`config.mk`:
```
export PLATFORM = sky130hd
export DESIGN_NAME = prime_stepper_flat
export DESIGN_NICKNAME = d
export VERILOG_FILES = /design/src/rtl/core/ps_pkg.sv /design/src/rtl/core/ps_channels.sv /design/src/rtl/core/ps_prime_test.sv /design/src/rtl/core/prime_stepper.sv /design/src/flat_wrapper.sv
export SDC_FILE = /design/constraint.sdc
export NUM_CORES = 1
export LEC_CHECK = 0
export BUFFER_PORTS_ARGS = -buffer_cell sky130_fd_sc_hd__clkbuf_2
export CAP_MARGIN = 20
export CORE_UTILIZATION = 50
export CTS_CLUSTER_SIZE = 30
export DETAILED_ROUTE_END_ITERATION = 8
export HOLD_SLACK_MARGIN = 0.02
export MAX_ROUTING_LAYER = met4
export PLACE_DENSITY = 0.72
export SLEW_MARGIN = 5
export SYNTH_ARGS = -nofsm -noshare
export SYNTH_HDL_FRONTEND = slang
export SYNTH_SLANG_ARGS = --single-unit
```
`constraint.sdc`:
```
create_clock -name clk -period 9.15 [get_ports clk]
set_input_delay 1.3725 -clock clk [delete_from_list [all_inputs] [get_ports clk]]
set_output_delay 1.3725 -clock clk [all_outputs]
set_load 0.1 [all_outputs]
```
`src/rtl/core/ps_pkg.sv`:
```
package ps_pkg;

    // width of the held value and of every candidate
    localparam int WIDTH = 32;

    // divisor width: covers the square root of any candidate plus one step
    localparam int DIV_W = (WIDTH + 1) / 2 + 1;
    // width of the running square of the divisor
    localparam int SQ_W  = 2 * DIV_W;
    // bit counter of the restoring divider
    localparam int CNT_W = $clog2(WIDTH);

    localparam logic [WIDTH-1:0] VALUE_MAX = {WIDTH{1'b1}};

    // request codes
    localparam logic [1:0] REQ_LOAD  = 2'd0;
    localparam logic [1:0] REQ_UP    = 2'd1;
    localparam logic [1:0] REQ_DOWN  = 2'd2;
    // spare code, ignored by the block
    localparam logic [1:0] REQ_SPARE = 2'd3;

    // status codes
    localparam logic [1:0] ST_OK        = 2'd0;
    localparam logic [1:0] ST_NOT_PRIME = 2'd1;
    localparam logic [1:0] ST_OVERFLOW  = 2'd2;

    // command to the primality tester
    typedef struct packed {
        logic             start;
        logic [WIDTH-1:0] value;
    } pt_cmd_t;

    // answer from the primality tester
    typedef struct packed {
        logic done;
        logic prime;
    } pt_res_t;

endpackage

```
`src/rtl/core/ps_channels.sv`:
```
interface ps_req_if;
    logic        valid;
    logic        ready;
    logic [1:0]  req_type;
    logic [31:0] load_value;
    logic        return_old;

    modport source (output valid, output req_type, output load_value, output return_old,
                    input ready);
    modport sink   (input valid, input req_type, input load_value, input return_old,
                    output ready);
endinterface

interface ps_rsp_if;
    logic        valid;
    logic        ready;
    logic [31:0] result_value;
    logic [31:0] current_value;
    logic [1:0]  status;

    modport source (output valid, output result_value, output current_value, output status,
                    input ready);
    modport sink   (input valid, input result_value, input current_value, input status,
                    output ready);
endinterface

```
`src/rtl/core/ps_prime_test.sv`:
```
module ps_prime_test
(
    input  logic            clk,
    input  logic            rst_n,
    input  ps_pkg::pt_cmd_t cmd,
    output ps_pkg::pt_res_t res
);

    typedef enum logic [3:0] {
        T_IDLE  = 4'b0001,
        T_CHECK = 4'b0010,
        T_DIV   = 4'b0100,
        T_EVAL  = 4'b1000
    } t_state_t;

    t_state_t                      state_reg, state_next;
    ps_pkg::pt_res_t               res_reg, res_next;
    logic [ps_pkg::WIDTH-1:0]      n_reg, n_next;
    logic [ps_pkg::WIDTH-1:0]      shift_reg, shift_next;
    logic [ps_pkg::DIV_W-1:0]      d_reg, d_next;
    logic [ps_pkg::SQ_W-1:0]       sq_reg, sq_next;
    logic [ps_pkg::DIV_W-1:0]      rem_reg, rem_next;
    logic [ps_pkg::CNT_W-1:0]      cnt_reg, cnt_next;
    logic                          alt_reg, alt_next;

    logic [ps_pkg::DIV_W:0]        trial;
    logic [ps_pkg::DIV_W:0]        diff;

    // one restoring step of the shared divider
    assign trial = {rem_reg, shift_reg[ps_pkg::WIDTH-1]};
    assign diff  = trial - {1'b0, d_reg};

    always_comb
    begin
        state_next = state_reg;
        res_next   = '0;
        n_next     = n_reg;
        shift_next = shift_reg;
        d_next     = d_reg;
        sq_next    = sq_reg;
        rem_next   = rem_reg;
        cnt_next   = cnt_reg;
        alt_next   = alt_reg;
        case (state_reg)
            T_IDLE:
            begin
                if (cmd.start)
                begin
                    n_next = cmd.value;
                    if (cmd.value <= ps_pkg::WIDTH'(1))
                    begin
                        res_next = '{done: 1'b1, prime: 1'b0};
                    end
                    else if (cmd.value == ps_pkg::WIDTH'(2) || cmd.value == ps_pkg::WIDTH'(3))
                    begin
                        res_next = '{done: 1'b1, prime: 1'b1};
                    end
                    else if (!cmd.value[0])
                    begin
                        res_next = '{done: 1'b1, prime: 1'b0};
                    end
                    else
                    begin
                        d_next     = ps_pkg::DIV_W'(3);
                        sq_next    = ps_pkg::SQ_W'(9);
                        alt_next   = 1'b0;
                        state_next = T_CHECK;
                    end
                end
            end
            T_CHECK:
            begin
                if (sq_reg > ps_pkg::SQ_W'(n_reg))
                begin
                    res_next   = '{done: 1'b1, prime: 1'b1};
                    state_next = T_IDLE;
                end
                else
                begin
                    shift_next = n_reg;
                    rem_next   = '0;
                    cnt_next   = '0;
                    state_next = T_DIV;
                end
            end
            T_DIV:
            begin
                rem_next   = diff[ps_pkg::DIV_W] ? trial[ps_pkg::DIV_W-1:0]
                                                 : diff[ps_pkg::DIV_W-1:0];
                shift_next = {shift_reg[ps_pkg::WIDTH-2:0], 1'b0};
                cnt_next   = cnt_reg + 1'b1;
                if (cnt_reg == ps_pkg::CNT_W'(ps_pkg::WIDTH - 1))
                begin
                    state_next = T_EVAL;
                end
            end
            T_EVAL:
            begin
                if (rem_reg == '0)
                begin
                    res_next   = '{done: 1'b1, prime: 1'b0};
                    state_next = T_IDLE;
                end
                else
                begin
                    // divisors run 3, 5, 7, 11, 13, 17, 19 ...
                    if (d_reg == ps_pkg::DIV_W'(3) || alt_reg)
                    begin
                        d_next   = d_reg + ps_pkg::DIV_W'(2);
                        sq_next  = sq_reg + (ps_pkg::SQ_W'(d_reg) << 2)
                                   + ps_pkg::SQ_W'(4);
                        alt_next = (d_reg == ps_pkg::DIV_W'(3));
                    end
                    else
                    begin
                        d_next   = d_reg + ps_pkg::DIV_W'(4);
                        sq_next  = sq_reg + (ps_pkg::SQ_W'(d_reg) << 3)
                                   + ps_pkg::SQ_W'(16);
                        alt_next = 1'b1;
                    end
                    state_next = T_CHECK;
                end
            end
            default:
            begin
                state_next = T_IDLE;
            end
        endcase
    end

    always_ff @(posedge clk or negedge rst_n)
    begin
        if (!rst_n)
        begin
            state_reg <= T_IDLE;
            res_reg   <= '0;
        end
        else
        begin
            state_reg <= state_next;
            res_reg   <= res_next;
        end
    end

    always_ff @(posedge clk)
    begin
        n_reg     <= n_next;
        shift_reg <= shift_next;
        d_reg     <= d_next;
        sq_reg    <= sq_next;
        rem_reg   <= rem_next;
        cnt_reg   <= cnt_next;
        alt_reg   <= alt_next;
    end

    assign res = res_reg;

endmodule

```
`src/rtl/core/prime_stepper.sv`:
```
// prime_stepper holds one value, reset to 1, and moves it between primes: a load
// request stores load_value if it is prime (else 1, status 1), a step-up request
// goes to the next larger prime (value kept and status 2 if none fits), and a
// step-down request goes to the next smaller prime, never below 1. one request
// is in flight at a time and req.ready stays low while it is worked on. each
// candidate is tested by trial division by 3 and the 6k-1/6k+1 divisors up to its
// square root; every divisor goes through the one shared restoring divider
// (32 bits, one quotient bit per cycle). a finished result sits in the output
// register, so the next request may be taken while the previous response still
// waits
module prime_stepper
(
    input  logic        clk,
    input  logic        rst_n,
    ps_req_if.sink      req,
    ps_rsp_if.source    rsp
);

    typedef enum logic [3:0] {
        S_IDLE   = 4'b0001,
        S_START  = 4'b0010,
        S_WAIT   = 4'b0100,
        S_FINISH = 4'b1000
    } state_t;

    state_t                   state_reg, state_next;
    logic [ps_pkg::WIDTH-1:0] held_value_reg, held_value_next;

    // request context
    logic [1:0]               type_reg, type_next;
    logic                     ret_old_reg, ret_old_next;
    logic [ps_pkg::WIDTH-1:0] old_reg, old_next;
    logic [ps_pkg::WIDTH-1:0] cand_reg, cand_next;
    logic [ps_pkg::WIDTH-1:0] new_reg, new_next;
    logic [1:0]               st_reg, st_next;

    // output register
    logic                     rsp_valid_reg, rsp_valid_next;
    logic [31:0]              rsp_result_reg, rsp_result_next;
    logic [31:0]              rsp_current_reg, rsp_current_next;
    logic [1:0]               rsp_status_reg, rsp_status_next;

    ps_pkg::pt_cmd_t          pt_cmd;
    ps_pkg::pt_res_t          pt_res;
    logic                     accept;
    logic                     out_free;

    ps_prime_test u_test
    (
        .clk   (clk),
        .rst_n (rst_n),
        .cmd   (pt_cmd),
        .res   (pt_res)
    );

    assign accept   = req.valid && req.ready;
    assign out_free = !rsp_valid_reg || rsp.ready;

    assign pt_cmd.start = (state_reg == S_START);
    assign pt_cmd.value = cand_reg;

    always_comb
    begin
        state_next       = state_reg;
        held_value_next  = held_value_reg;
        type_next        = type_reg;
        ret_old_next     = ret_old_reg;
        old_next         = old_reg;
        cand_next        = cand_reg;
        new_next         = new_reg;
        st_next          = st_reg;
        rsp_valid_next   = rsp_valid_reg && !rsp.ready;
        rsp_result_next  = rsp_result_reg;
        rsp_current_next = rsp_current_reg;
        rsp_status_next  = rsp_status_reg;
        case (state_reg)
            S_IDLE:
            begin
                if (accept)
                begin
                    type_next    = req.req_type;
                    ret_old_next = req.return_old;
                    old_next     = held_value_reg;
                    new_next     = held_value_reg;
                    st_next      = ps_pkg::ST_OK;
                    case (req.req_type)
                        ps_pkg::REQ_LOAD:
                        begin
                            // bits above WIDTH are dropped
                            cand_next  = req.load_value[ps_pkg::WIDTH-1:0];
                            state_next = S_START;
                        end
                        ps_pkg::REQ_UP:
                        begin
                            if (held_value_reg == ps_pkg::VALUE_MAX)
                            begin
                                st_next    = ps_pkg::ST_OVERFLOW;
                                state_next = S_FINISH;
                            end
                            else
                            begin
                                cand_next  = held_value_reg + 1'b1;
                                state_next = S_START;
                            end
                        end
                        ps_pkg::REQ_DOWN:
                        begin
                            if (held_value_reg <= ps_pkg::WIDTH'(2))
                            begin
                                // floor at one
                                new_next   = ps_pkg::WIDTH'(1);
                                state_next = S_FINISH;
                            end
                            else
                            begin
                                cand_next  = held_value_reg - 1'b1;
                                state_next = S_START;
                            end
                        end
                        default:
                        begin
                            // unused code: value kept, nothing to search
                            state_next = S_FINISH;
                        end
                    endcase
                end
            end
            S_START:
            begin
                state_next = S_WAIT;
            end
            S_WAIT:
            begin
                if (pt_res.done)
                begin
                    if (pt_res.prime)
                    begin
                        new_next   = cand_reg;
                        state_next = S_FINISH;
                    end
                    else
                    begin
                        case (type_reg)
                            ps_pkg::REQ_LOAD:
                            begin
                                new_next   = ps_pkg::WIDTH'(1);
                                st_next    = ps_pkg::ST_NOT_PRIME;
                                state_next = S_FINISH;
                            end
                            ps_pkg::REQ_UP:
                            begin
                                if (cand_reg == ps_pkg::VALUE_MAX)
                                begin
                                    st_next    = ps_pkg::ST_OVERFLOW;
                                    state_next = S_FINISH;
                                end
                                else
                                begin
                                    cand_next  = cand_reg + 1'b1;
                                    state_next = S_START;
                                end
                            end
                            default:
                            begin
                                // stepping down always meets 2 before the floor
                                cand_next  = cand_reg - 1'b1;
                                state_next = S_START;
                            end
                        endcase
                    end
                end
            end
            S_FINISH:
            begin
                if (out_free)
                begin
                    held_value_next  = new_reg;
                    rsp_valid_next   = 1'b1;
                    rsp_result_next  = (ret_old_reg && type_reg != ps_pkg::REQ_SPARE)
                                       ? 32'(old_reg) : 32'(new_reg);
                    rsp_current_next = 32'(new_reg);
                    rsp_status_next  = st_reg;
                    state_next       = S_IDLE;
                end
            end
            default:
            begin
                state_next = S_IDLE;
            end
        endcase
    end

    always_ff @(posedge clk or negedge rst_n)
    begin
        if (!rst_n)
        begin
            state_reg      <= S_IDLE;
            held_value_reg <= ps_pkg::WIDTH'(1);
            rsp_valid_reg  <= 1'b0;
        end
        else
        begin
            state_reg      <= state_next;
            held_value_reg <= held_value_next;
            rsp_valid_reg  <= rsp_valid_next;
        end
    end

    always_ff @(posedge clk)
    begin
        type_reg        <= type_next;
        ret_old_reg     <= ret_old_next;
        old_reg         <= old_next;
        cand_reg        <= cand_next;
        new_reg         <= new_next;
        st_reg          <= st_next;
        rsp_result_reg  <= rsp_result_next;
        rsp_current_reg <= rsp_current_next;
        rsp_status_reg  <= rsp_status_next;
    end

    assign req.ready         = (state_reg == S_IDLE);
    assign rsp.valid         = rsp_valid_reg;
    assign rsp.result_value  = rsp_result_reg;
    assign rsp.current_value = rsp_current_reg;
    assign rsp.status        = rsp_status_reg;

    // held value is 1 or a prime, never zero
    a_held_nonzero: assert property (@(posedge clk) disable iff (!rst_n)
        held_value_reg != '0)
        else $error("held value became zero");

    a_state_onehot: assert property (@(posedge clk) disable iff (!rst_n)
        $onehot(state_reg))
        else $error("sequencer state not one-hot");

    // a failed load always leaves 1 behind
    a_not_prime_one: assert property (@(posedge clk) disable iff (!rst_n)
        rsp.valid && rsp.status == ps_pkg::ST_NOT_PRIME |-> rsp.current_value == 32'd1)
        else $error("not-prime status without value 1");

    // one request at a time
    a_single_request: assert property (@(posedge clk) disable iff (!rst_n)
        accept |=> !req.ready)
        else $error("request taken while another is in flight");

    // tester is only started when it is free
    a_start_idle: assert property (@(posedge clk) disable iff (!rst_n)
        pt_cmd.start |=> !pt_res.done || $past(state_reg) == S_START)
        else $error("tester answered out of turn");

endmodule

```
`src/flat_wrapper.sv`:
```
// flat-port wrapper written by rule: the top's interface ports become plain ports
module prime_stepper_flat 
  (clk, rst_n, req_valid, req_req_type, req_load_value, req_return_old, req_ready, rsp_valid, rsp_result_value, rsp_current_value, rsp_status, rsp_ready);
  ps_req_if req_i ();
  ps_rsp_if rsp_i ();
  input  logic clk;
  input  logic rst_n;
  input wire logic [$bits(req_i.valid)-1:0] req_valid;
  input wire logic [$bits(req_i.req_type)-1:0] req_req_type;
  input wire logic [$bits(req_i.load_value)-1:0] req_load_value;
  input wire logic [$bits(req_i.return_old)-1:0] req_return_old;
  output wire logic [$bits(req_i.ready)-1:0] req_ready;
  output wire logic [$bits(rsp_i.valid)-1:0] rsp_valid;
  output wire logic [$bits(rsp_i.result_value)-1:0] rsp_result_value;
  output wire logic [$bits(rsp_i.current_value)-1:0] rsp_current_value;
  output wire logic [$bits(rsp_i.status)-1:0] rsp_status;
  input wire logic [$bits(rsp_i.ready)-1:0] rsp_ready;
  assign req_i.valid = req_valid;
  assign req_i.req_type = req_req_type;
  assign req_i.load_value = req_load_value;
  assign req_i.return_old = req_return_old;
  assign req_ready = req_i.ready;
  assign rsp_valid = rsp_i.valid;
  assign rsp_result_value = rsp_i.result_value;
  assign rsp_current_value = rsp_i.current_value;
  assign rsp_status = rsp_i.status;
  assign rsp_i.ready = rsp_ready;
  prime_stepper u_core (.clk(clk), .rst_n(rst_n), .req(req_i), .rsp(rsp_i));
endmodule
```
* Word level (Yosys, flattened, before mapping)
Index checks and enable logic that the tools add are counted.
** Storage, ports and cells
- Bits in registers :: 348
- Input port bits :: 39
- Output and inout bits :: 68
- Logic and storage cells :: 178
** Operators by class
- Add/sub/neg operators :: 12
- Magnitude comparators :: 3
- Equality and inequality tests :: 37
- Muxes and demuxes :: 80
- Reduce and logical (&&, ||, !) cells :: 24
** Operators by type and width (number)
- two-way mux 32 bit :: 14
- case mux 32 bit (2 select lines) :: 4
- two-way mux 34 bit :: 6
- two-way mux 17 bit :: 8
- case mux 32 bit (3 select lines) :: 1
- case mux 17 bit (2 select lines) :: 2
- case mux 34 bit (2 select lines) :: 1
- adder 32 x 1 -> 32 bit, second input constant :: 2
- equality test 32 x 2 -> 1 bit, second input constant :: 2
- equality test 32 bit, second input constant :: 2
- subtractor 32 x 1 -> 32 bit, second input constant :: 2
- two-way mux 4 bit :: 12
- adder 34 x 19 -> 34 bit :: 1
- adder 34 x 20 -> 34 bit :: 1
- adder 34 x 3 -> 34 bit, second input constant :: 1
- adder 34 x 5 -> 34 bit, second input constant :: 1
- > comparator 34 x 32 -> 1 bit :: 1
- less-or-equal comparator 32 x 1 -> 1 bit, second input constant :: 1
- less-or-equal comparator 32 x 2 -> 1 bit, second input constant :: 1
- case mux 4 bit (4 select lines) :: 2
- two-way mux 2 bit :: 13
- != test 2 bit, second input constant :: 10
- subtractor 18 x 17 -> 18 bit :: 1
- adder 17 x 2 -> 17 bit, second input constant :: 1
- other kinds (35) :: 66

* Logic depth before layout (Yosys ltp)
Gate-level depths: netlist of run 1.
- Depth in word-level cells :: 6
- Gate-level depth with buffers :: 15

* Cells and area by module
A second synthesis of run 1 with hierarchy kept.
** Second synthesis, totals
- Cells, all modules :: 2034
- Area, all modules :: 21307.9 sq um
** By module, submodules not included
- prime_stepper :: instances 1, cells an instance 1081, area each 11611.1 sq um
- ps_prime_test :: instances 1, cells an instance 953, area each 9696.8 sq um

* Least setup slack after synthesis of run 1
No wires, ideal clock.
- Path type :: register to register
- From :: reg u_core.cand_reg[18] (netlist name)
- To :: reg u_core.u_test.alt_reg (enable)
- Setup time :: 0.573 ns
- Arrival time :: 6.135 ns
- Slack :: 2.442 ns
- Cell stages (with the launch flop) :: 11
- Buffers on the path :: 1
- Clock period less this slack :: 6.708 ns
- Cells stage by stage :: edfxtp_1 clkbuf_1 or3_1 or2_2 or4_4 or3_4 a21oi_2 nor2_1 nand2_1 a41o_2 nor4_1
** Between the ends
- Word-level cells in the longest chain between the ends :: 4
- Elaborated cells between the ends (all ways) :: 7
** RTL lines
- from (decl) :: RTL line prime_stepper.sv:33 : logic [ps_pkg::WIDTH-1:0] cand_reg, cand_next;
- from (signal assigned) :: RTL line prime_stepper.sv:214 : cand_reg <= cand_next;
- branches (longest 3 deep; another with less-or-equal comparator 32 x 1 -> 1 bit)
- AND reduction 6 bit (no source line) (*)
- to (signal assigned) :: RTL line ps_prime_test.sv:153 : alt_reg <= alt_next;
- to (decl) :: RTL line ps_prime_test.sv:24 : logic alt_reg, alt_next;
Mark *: on every way between the ends.
A chain may end at the register's enable or synchronous reset.

* Final worst setup path of run 1
- From :: in req_req_type[0]
- To :: reg u_core.cand_reg[31] (netlist name), data pin
** Between the ends
- Word-level cells in the longest chain between the ends :: 4
- Elaborated cells between the ends (all ways) :: 6
** RTL lines
- from (decl) :: RTL line flat_wrapper.sv:9 : input wire logic [$bits(req_i.req_type)-1:0] req_req_type;
- equality test 2 bit, or another cell as far along :: RTL line prime_stepper.sv:86 : case (req.req_type)
- case mux 32 bit (3 select lines) (*) :: RTL line prime_stepper.sv:86
- two-way mux 32 bit (*) :: RTL line prime_stepper.sv:79 : if (accept)
- case mux 32 bit (2 select lines) (*) :: RTL line prime_stepper.sv:76 : case (state_reg)
- via u_core.cand_next (one bit) :: RTL line prime_stepper.sv:33
The timed path passes the listed nets; every way through them passes the cells marked *. The select of a mux whose other input is x is not followed.

==> results of run 1 <==
-- final timing paths --
check,end,cells past startpoint,start
setup / recovery,u_core.cand_reg[31],13,req_req_type[0]
max in group asynchronous,u_core.u_test.state_reg[2],2,rst_n
hold / removal,u_core.state_reg[2],1,u_core.u_test.res[1]
setup reg to reg,u_core.u_test.sq_reg[24],15,u_core.u_test.d_reg[1]
min in group asynchronous,u_core.held_value_reg[27],2,rst_n
hold reg to reg,u_core.state_reg[2],1,u_core.u_test.res[1]
-- layout make-up --
class | count | area (µm²) | share of cell area
sequential | 344 | 10120 | 0.4422
multi-input combinational | 1462 | 9671 | 0.4226
clock buffer | 48 | 1030 | 0.04500
timing repair buffer | 130 | 783.3 | 0.03423
tap | 525 | 656.9 | 0.02871
clock inverter | 22 | 335.3 | 0.01465
inverter | 76 | 286.5 | 0.01252
antenna | 1 | 2.502 | 0.0001094
-- metal layers --
layer  global-route usage  up-vias  routed length (µm)  share of wire
met3              0.04698      110                4452          0.084
li1                     -     7458                   -              -
met4              0.08861        0                1481          0.028
met2               0.3961      636               23760           0.45
met5                    -        -                   0              0
met1               0.3626     7505               23210           0.44
-- report_power, final --
group	total (µW)	internal [µW]	switching (µW)	leakage, µW
clock network	1660	985	671	0.000653
registers	3130	2450	682	0.00334
logic	3450	1320	2130	0.00529
-- per-stage QoR --
| stage | hold slack, ps | power [µW] | util | cell area (µm²) |
|---|---|---|---|---|
| final | 475.2 | 8237 | 0.5733 | 22880 |
| after global placement | 462.6 | 6367 | 0.5361 | 21400 |
| after floorplan | 400.3 | 5524 | - | 20350 |
| after global routing | 478.3 | 8746 | 0.5732 | 22880 |
| after detailed placement | 467.8 | 6489 | 0.5361 | 21400 |
| after CTS | 479.3 | 8176 | 0.5703 | 22760 |
-- cells by family (layout without fill, tap and decap cells) --
family,Yosys count,count (layout),share of synthesized area
buffers and inverters,158,276,0.03025
xor gates and xnor gates,111,111,0.04777
AOI/OAI and AO/OA,429,429,0.1321
DFF,344,344,0.4972
muxes,52,52,0.02755
adders and majority gates,157,157,0.09801
and+or+nand+nor,713,713,0.1671
other,0,1,0
-- layout by cell type (no fill, tap or decap), types with 27 or more instances in the layout --
master     instances
clkbuf_16         39
nor2_1           111
edfxtp_1         301
nand4_1           28
xor2_1            34
a21oi_1          125
a31oi_1           27
nand3_1           83
xnor2_1           77
nand2_1          292
a21o_1            54
inv_1             75
mux2_2            32
ha_1             153
o21ai_0          101
dfrtp_1           40
clkbuf_2         106
nor3_1            43
==> reports/metrics.csv, run 1 <==
stage,metric,value,unit
logic_synthesis,synthesis.area,20350,µm²
logic_synthesis,yosys_most_used_dff,edfxtp_1,
global_routing,grt_overflow_total,0,
routing,wl_per_cell,20.28,µm
clock_network,clockBufferDepth,3,
timing,worst_pin_slew,903.0,ps
worst_setup_path,slowest_delay,790,ps
clock_network,post_cts_buffers,0,
clock_network,cts.htree.levels,2,
clock_network,hold_buffers,0,
logic_synthesis,synth_most_common_cell,edfxtp_1,
timing,hold_viol,0,
placed_design,pre_cts_ws,3978,ps
logic_synthesis,synth_largest_area_cell,edfxtp_1,
logic_synthesis,syn_inst,1964,
placed_design,gp_congestion,0.9236,
die,num_rows,73,
flow_run,cap_violations,0,
logic_synthesis,yosys_register_bits,344,
power_and_ir_drop,p_leak,0.009285,µW
worst_setup_path,crit_required,9560,ps
die,die_h,203.7,µm
worst_setup_path,crit_family,compound AO/OA/AOI/OAI gates,
global_routing,antenna_found_initial,0,
logic_synthesis,syn_nets,2160,
timing,setup_tns,0,ps
logic_synthesis,synthTopCellsByArea,"edfxtp_1 44%, ha_1 9.4%, nand2_1 5.4%, dfrtp_1 4.9%, xnor2_1 3.3%",
worst_setup_path,r2r_setup_slack,4660,ps
timing,period_share,0.5171,
logic_synthesis,syn-mean-instance-area,10.36,µm²
die,die_x,203.7,µm
clock_network,cts_resized,0,
worst_setup_path,start_kind,input port,
die,floorplan.initialDensity,0.5098,
power_and_ir_drop,vdd_drop_max,212.7,µV
logic_synthesis,synth_common_cells,"301 x edfxtp_1, 293 x nand2_1, 153 x ha_1",
worst_setup_path,crit_chain,clkbuf_2 > inv_1 > ha_1 > buf_4 > ha_1 > a2111oi_0 > nor2b_1 > a2111oi_0 > o211ai_1 > nand2_1 > a21boi_1 > a2111oi_0 > a311oi_1,
logic_synthesis,synth_edf_count,301,
global_routing,grt_util_all_layers,0.2645,
logic_synthesis,synth_cell_types,72,
clock_network,clock-sinks,344,
die,design.core.area,39910,µm²
clock_network,clockRootBuffer,clkbuf_16,
worst_setup_path,worst_path_max_delay_cell,a2111oi_0,
timing,fin_ws,4419,ps
worst_setup_path,path_max_fanout,34,
clock_network,insertion_delay,590,ps
final_layout,layout.nets,2249,
logic_synthesis,ys_seq_area_frac,0.4972,
timing,setup_violations,0,
worst_setup_path,path_class,in2reg,
timing,rsz0062_at_grt,no,
global_routing,grt_pass1_wl,83210,µm
placed_design,dp_hpwl,37550,µm
worst_setup_path,path_buf_inv,3,
routing,drc,0,
global_routing,grt_pass1_vias,15190,
worst_setup_path,path_common_cell,a2111oi_0,
die,dieArea,41510,µm²
timing,worst_slew_margin_rel,0.3980,
final_layout,final_cells,2608,
logic_synthesis,synthArstFlopShare,0.1250,
clock_network,cts_buffers,39,
worst_hold_path,min_path_type,reg2reg,
final_layout,n_fill_cell,3317,
final_layout,drive_gt1_frac,0.1258,
clock_network,clk_pin_slew,60,ps
worst_setup_path,endpoint_kind,flip-flop,
routing,wirelength,52900,µm
run_status,outcome,"complete, no violations",
routing,vias,15710,
logic_synthesis,ys_warn_count,0,
power_and_ir_drop,power.density,360.0,nW/µm²
routing,drtPass1Iterations,6,
placed_design,dp_cells,2532,
timing,clock_skew,33.38,ps
routing,drtIter0Drc,1470,
final_layout,area_delta_synth_final,12.45,%
timing,fin_crit,4731,ps
logic_synthesis,synth.top_cell.area_share,0.4442,
clock_network,cts_tree,built,
placed_design,io_buffer_count,106,
global_routing,grt_max_degree,99,
routing,viasPerCell,6.023,
timing,slew_viol_final,0,
timing,fmax,0.2114,GHz
routing,final_antenna_net_count,0,
worst_setup_path,cp.arrival,5140,ps
die,io_pins,107,
(Power assumes the default switching activity.)
==> run 2, diff against run 1 <==
==> constraint.sdc (replaced) <==
create_clock -name clk -period 4.9 [get_ports clk]
set_input_delay 0.735 -clock clk [delete_from_list [all_inputs] [get_ports clk]]
set_output_delay 0.735 -clock clk [all_outputs]
set_load 0.1 [all_outputs]
==> run 2 against run 1 <==
Against the previous run: core utilization decreased by 0.050 points; sequential share of layout area about the same; global-route usage increased by 0.14 points; critical path type is now reg2reg; critical endpoint is now u_core.u_test.sq_reg[32]; routed wire length rose by 0.51%; final cell count grew 0.15%.
==> reports/metrics.csv, run 2 (same netlist as run 1, synthesis figures left out) <==
stage,metric,value,unit
worst_setup_path,path_class,reg2reg,
timing,fin_crit,4299,ps
die,dieArea,41510,µm²
worst_setup_path,worst_r2r_path_depth,15,
clock_network,clock-sinks,344,
clock_network,cts_tree,built,
worst_setup_path,path_max_fanout,9,
timing,slew_viol_final,0,
final_layout,area_delta_synth_final,12.35,%
placed_design,pre_cts_ws,559.6,ps
final_layout,drive_gt1_frac,0.1260,
routing,viasPerCell,6.037,
timing,hold_viol,0,
power_and_ir_drop,vdd_drop_max,401.9,µV
flow_run,cap_violations,0,
clock_network,clockBufferDepth,3,
timing,fin_ws,601.1,ps
run_status,outcome,"complete, no violations",
clock_network,clk_pin_slew,60,ps
placed_design,dp_hpwl,38250,µm
worst_setup_path,crit_required,5200,ps
placed_design,gp_congestion,0.9071,
final_layout,antenna-diode-count,0,
clock_network,post_cts_buffers,0,
clock_network,hold_buffers,0,
die,die_x,203.7,µm
routing,drtPass1Iterations,6,
clock_network,clockRootBuffer,clkbuf_16,
routing,drtIter0Drc,1562,
global_routing,grt_pass1_vias,15160,
die,floorplan.initialDensity,0.5098,
worst_setup_path,start_kind,flip-flop,
timing,rsz0062_at_grt,no,
global_routing,grt_pass1_wl,83710,µm
die,die_h,203.7,µm
routing,wl_per_cell,20.36,µm
power_and_ir_drop,power.density,670.6,nW/µm²
die,io_pins,107,
timing,worst_pin_slew,1172,ps
worst_setup_path,cp.arrival,4600,ps
worst_setup_path,endpoint_kind,flip-flop,
final_layout,layout.nets,2252,
global_routing,grt_overflow_total,0,
global_routing,antenna_found_initial,0,
routing,final_antenna_net_count,0,
die,design.core.area,39910,µm²
clock_network,cts_buffers,39,
routing,wirelength,53170,µm
worst_hold_path,min_path_type,in2async,
final_layout,final_common_cell,edfxtp_1,
die,num_rows,73,
clock_network,cts.htree.levels,2,
clock_network,cts_resized,0,
timing,fmax,0.2326,GHz
timing,setup_violations,0,
routing,vias,15770,
placed_design,io_buffer_count,106,
final_layout,n_fill_cell,3323,
clock_network,insertion_delay,560,ps
timing,setup_tns,0,ps
timing,worst_slew_margin_rel,0.2174,
timing,fin_hold_ws,268.0,ps
global_routing,grt_max_degree,98,
routing,drc,0,
power_and_ir_drop,p_leak,0.009282,µW
timing,period_share,0.8773,
global_routing,grt_util_all_layers,0.2660,
timing,clock_skew,22.21,ps
final_layout,mostFrequentLayoutCells,"301 x edfxtp_1, 292 x nand2_1, 153 x ha_1, 125 x a21oi_1, 111 x nor2_1",
run 2: changes by cell type in the layout (fill, tap and decap cells not counted), moves of 2 or more:
cell	previous run	this run
clkbuf_1	7	12
buf_4	20	22
clkinv_1	5	3
buf_12	1	3
clkinv_16	2	0
run 2: where the power goes:
group | leakage [µW] | switching, µW | internal [µW]
clock | 0.000636 | 1200 | 1820
combinational | 0.00530 | 4010 | 2480
sequential | 0.00334 | 1240 | 4580
total | 0.00928 | 6460 | 8880
run 2: area by class of cell:
class / count / area [µm²] / share of cell area
inverters: 76 / 286.5 / 0.01253
repair buffers: 133 / 810.8 / 0.03546
clock inverters: 17 / 230.2 / 0.01007
well taps: 525 / 656.9 / 0.02873
flip-flops and latches: 344 / 10120 / 0.4426
clock buffers: 55 / 1087 / 0.04756
multi-input cells: 1462 / 9673 / 0.4231
run 2: layer usage:
layer,up-vias,GRT usage,part of all wire
met2,588,0.3922,0.44
met5,-,-,0
li1,7448,-,-
met3,84,0.03579,0.073
met1,7649,0.3830,0.46
met4,0,0.07438,0.023
run 2: metrics by stage:
| stage | std cells | util | total power, µW | cell area [µm²] |
|---|---|---|---|---|
| 2_1_floorplan | 1964 | - | 10310 | 20360 |
| 3_3_place_gp | 2537 | 0.5379 | 11970 | 21470 |
| 3_5_place_dp | 2537 | 0.5379 | 12160 | 21470 |
| 4_1_cts | 2609 | 0.5709 | 15240 | 22790 |
| 5_1_grt | 2612 | 0.5728 | 16300 | 22860 |
| 6_report | 2612 | 0.5728 | 15330 | 22860 |
run 2: final timing paths:
| check | startpoint | endpoint | slack [ps] |
|---|---|---|---|
| max | u_core.u_test.d_reg[1] | u_core.u_test.sq_reg[32] | 600 |
| min | rst_n | u_core.held_value_reg[27] | 270 |
| max reg2reg | u_core.u_test.d_reg[1] | u_core.u_test.sq_reg[32] | 600 |
| min reg2reg | u_core.new_reg[30] | u_core.rsp.current_value[30] | 470 |
| max in group asynchronous | rst_n | u_core.u_test.state_reg[3] | 4180 |
| min in group clk | req_return_old | u_core.ret_old_reg | 350 |
run 2: worst max-delay path, cell delays in order (launching register included):
cell,delay [ps]
edfxtp_1,490
inv_1,200
ha_1,260
inv_1,50
ha_1,160
inv_1,60
fa_1,400
nor2b_1,140
o21a_1,150
o21ai_0,190
a211o_1,350
a31oi_1,440
a221oi_1,210
a21oi_1,580
a21oi_1,140
a31o_2,240
==> run 3, diff against run 2 <==
--- a/config.mk
+++ b/config.mk
@@ -12,8 +12,9 @@
 export DETAILED_ROUTE_END_ITERATION = 8
 export HOLD_SLACK_MARGIN = 0.02
 export MAX_ROUTING_LAYER = met4
-export PLACE_DENSITY = 0.72
+export PLACE_DENSITY = 0.78
 export SLEW_MARGIN = 5
 export SYNTH_ARGS = -nofsm -noshare
 export SYNTH_HDL_FRONTEND = slang
+export SYNTH_HIERARCHICAL = 1
 export SYNTH_SLANG_ARGS = --single-unit
==> run 3 against run 2 <==
Against the previous run: worst setup slack better by 380 ps; synthesized cell count up 3.6%; highest routed layer unchanged; register-to-register slack better by 380 ps; largest power group is now registers; critical path depth down 3.
==> reports/metrics.csv, run 3 <==
stage,metric,value,unit
logic_synthesis,yosys_register_bits,344,
timing,setup_violations,0,
logic_synthesis,synthArstFlopShare,0.1250,
power_and_ir_drop,power_switching,4400,µW
final_layout,final_common_cell,edfxtp_1,
power_and_ir_drop,sw_frac_of_total,0.3748,
global_routing,grt_max_degree,62,
power_and_ir_drop,clkPwrFrac,0.250,
routing,viasPerCell,6.078,
logic_synthesis,synth_top_family_by_area,simple AND/OR/NAND/NOR gates,
power_and_ir_drop,power.total,11740,µW
placed_design,io_buffer_count,106,
worst_setup_path,crit_required,5170,ps
routing,wirelength,55470,µm
logic_synthesis,syn_inst,2034,
die,num_rows,75,
global_routing,grt_pass1_wl,87310,µm
power_and_ir_drop,p_comb_frac,0.344,
worst_setup_path,path_class,reg2reg,
die,io_pins,107,
timing,clock_skew,20.83,ps
die,dieArea,43450,µm²
clock_network,cts.htree.levels,2,
logic_synthesis,ys_warn_count,6,
timing,worst_pin_slew,953.6,ps
routing,drc,0,
clock_network,cts_resized,0,
routing,final_antenna_net_count,0,
run_status,outcome,"complete, no violations",
clock_network,insertion_delay,550,ps
routing,vias,16440,
logic_synthesis,syn-mean-instance-area,10.48,µm²
worst_setup_path,path_max_fanout,31,
global_routing,grt_overflow_total,0,
power_and_ir_drop,p_seq_frac,0.406,
die,die_h,208.4,µm
global_routing,grt_pass1_vias,15990,
clock_network,clockRootBuffer,clkbuf_16,
timing,period_share,0.7991,
global_routing,antenna_found_initial,0,
final_layout,fin_util,0.5670,
final_layout,final_cells,2704,
placed_design,gp_congestion,0.9471,
logic_synthesis,synth_mux_area_frac,0.03870,
logic_synthesis,synth.top_cell.area_share,0.4242,
logic_synthesis,synthesis.area,21310,µm²
logic_synthesis,synth_largest_area_cell,edfxtp_1,
worst_setup_path,start_kind,flip-flop,
timing,rsz0062_at_grt,no,
routing,wl_per_cell,20.51,µm
logic_synthesis,yosys.area_share.simple,0.1527,
timing,slew_viol_final,0,
logic_synthesis,ys_seq_area_frac,0.4749,
clock_network,clock-sinks,344,
worst_setup_path,endpoint_kind,flip-flop,
power_and_ir_drop,p_leak,0.009698,µW
clock_network,clockBufferDepth,3,
worst_hold_path,min_path_type,in2async,
placed_design,dp_cells,2631,
final_layout,mostFrequentLayoutCells,"301 x edfxtp_1, 284 x nand2_1, 179 x ha_1, 138 x a21oi_1, 124 x nor2_1",
power_and_ir_drop,intPower,7341,µW
logic_synthesis,synth_most_common_cell,edfxtp_1,
final_layout,drive_gt1_frac,0.1335,
timing,hold_viol,0,
clock_network,post_cts_buffers,0,
global_routing,grt_util_all_layers,0.2615,
placed_design,dp_hpwl,40670,µm
final_layout,layout.nets,2358,
logic_synthesis,synth_common_cells,"301 x edfxtp_1, 285 x nand2_1, 179 x ha_1",
timing,setup_tns,0,ps
die,floorplan.initialDensity,0.5080,
timing,worst_slew_margin_rel,0.3643,
logic_synthesis,synthAdderAreaFrac,0.1098,
final_layout,area_delta_synth_final,11.62,%
timing,fmax,0.2554,GHz
clock_network,hold_buffers,0,
routing,drtPass1Iterations,5,
routing,drtIter0Drc,1326,
die,design.core.area,41950,µm²
logic_synthesis,yosys_most_used_dff,edfxtp_1,
logic_synthesis,synthTopCellsByArea,"edfxtp_1 42%, ha_1 11%, nand2_1 5.0%, dfrtp_1 4.7%, a21oi_1 3.2%",
worst_setup_path,cp.arrival,4190,ps
logic_synthesis,synth_compound_area_frac,0.1493,
flow_run,cap_violations,0,
logic_synthesis,syn_nets,2257,
power_and_ir_drop,power.density,493.6,nW/µm²
die,die_x,208.4,µm
clock_network,cts_tree,built,
logic_synthesis,synth_cell_types,103,
timing,fin_crit,3916,ps
power_and_ir_drop,vdd_drop_max,343.6,µV
logic_synthesis,synth_xor_area_frac,0.04521,
clock_network,cts_buffers,39,
clock_network,clk_pin_slew,60,ps
final_layout,antenna-diode-count,0,
logic_synthesis,synth_edf_count,301,
run 3: final timing paths:
kind	cells after the start	slack, ps	endpoint	start
max reg2reg	12	980	u_core/cand_reg[29]	u_core/type_reg[1]
max	12	980	u_core/cand_reg[29]	u_core/type_reg[1]
max in group asynchronous	2	4190	u_core/held_value_reg[28]	rst_n
min	2	290	u_core/held_value_reg[3]	rst_n
min in group clk	1	380	u_core/ret_old_reg	req_return_old
min reg2reg	0	420	u_core/rsp.status[1]	u_core/st_reg[1]
run 3: cells by family (layout without fill, tap and decap cells):
family / after synthesis / count (layout)
simple gates: 688 / 688
compound gates: 477 / 477
flops: 344 / 344
fa+ha+maj: 184 / 184
buf+inv: 154 / 285
xor+xnor: 110 / 110
mux: 77 / 77
run 3: critical path, stage by stage (launching register included):
cell and delay (ps):
edfxtp_1 470, nor2b_1 420, inv_1 80, buf_4 270
ha_1 340, a211oi_1 280, o21bai_1 140, a21oi_2 240
o311ai_1 200, a31oi_2 360, o21ai_0 220, o41ai_1 530
a22oi_2 80
run 3: final cells by class:
| type | instances | area, µm² |
|---|---|---|
| clock buffers | 54 | 1074 |
| clock inverters | 17 | 211.5 |
| fillers | 3468 | 18160 |
| inverters | 83 | 312.8 |
| multi-input cells | 1536 | 10650 |
| flip-flops and latches | 344 | 10120 |
| well taps | 539 | 674.4 |
| repair buffers | 131 | 748.2 |
run 3: power by group through the flow:
stage	combinational (µW)	sequential (µW)	clock, µW
after floorplan	2980	4590	0
after global placement	3860	4780	0
after detailed placement	3960	4800	0
after CTS	3990	4750	2980
after global routing	4420	4810	3080
final	4040	4770	2930
run 3: through the flow:
step	worst slack, ps	cell area, µm²	hold slack [ps]
after floorplan	222.5	21330	400.3
after global placement	714.0	22470	410.6
after detailed placement	666.8	22470	409.9
after CTS	1007	23750	295.1
after global routing	738.0	23780	331.3
final	984.5	23780	292.2
run 3: per-layer routing:
metal	GRT usage	up-vias	share of wire	routed length (µm)
met1	0.3392	7988	0.43	23910
met4	0.09195	0	0.030	1683
met3	0.02838	117	0.056	3115
met5	-	-	0	0
li1	-	7774	-	-
met2	0.4258	556	0.48	26760
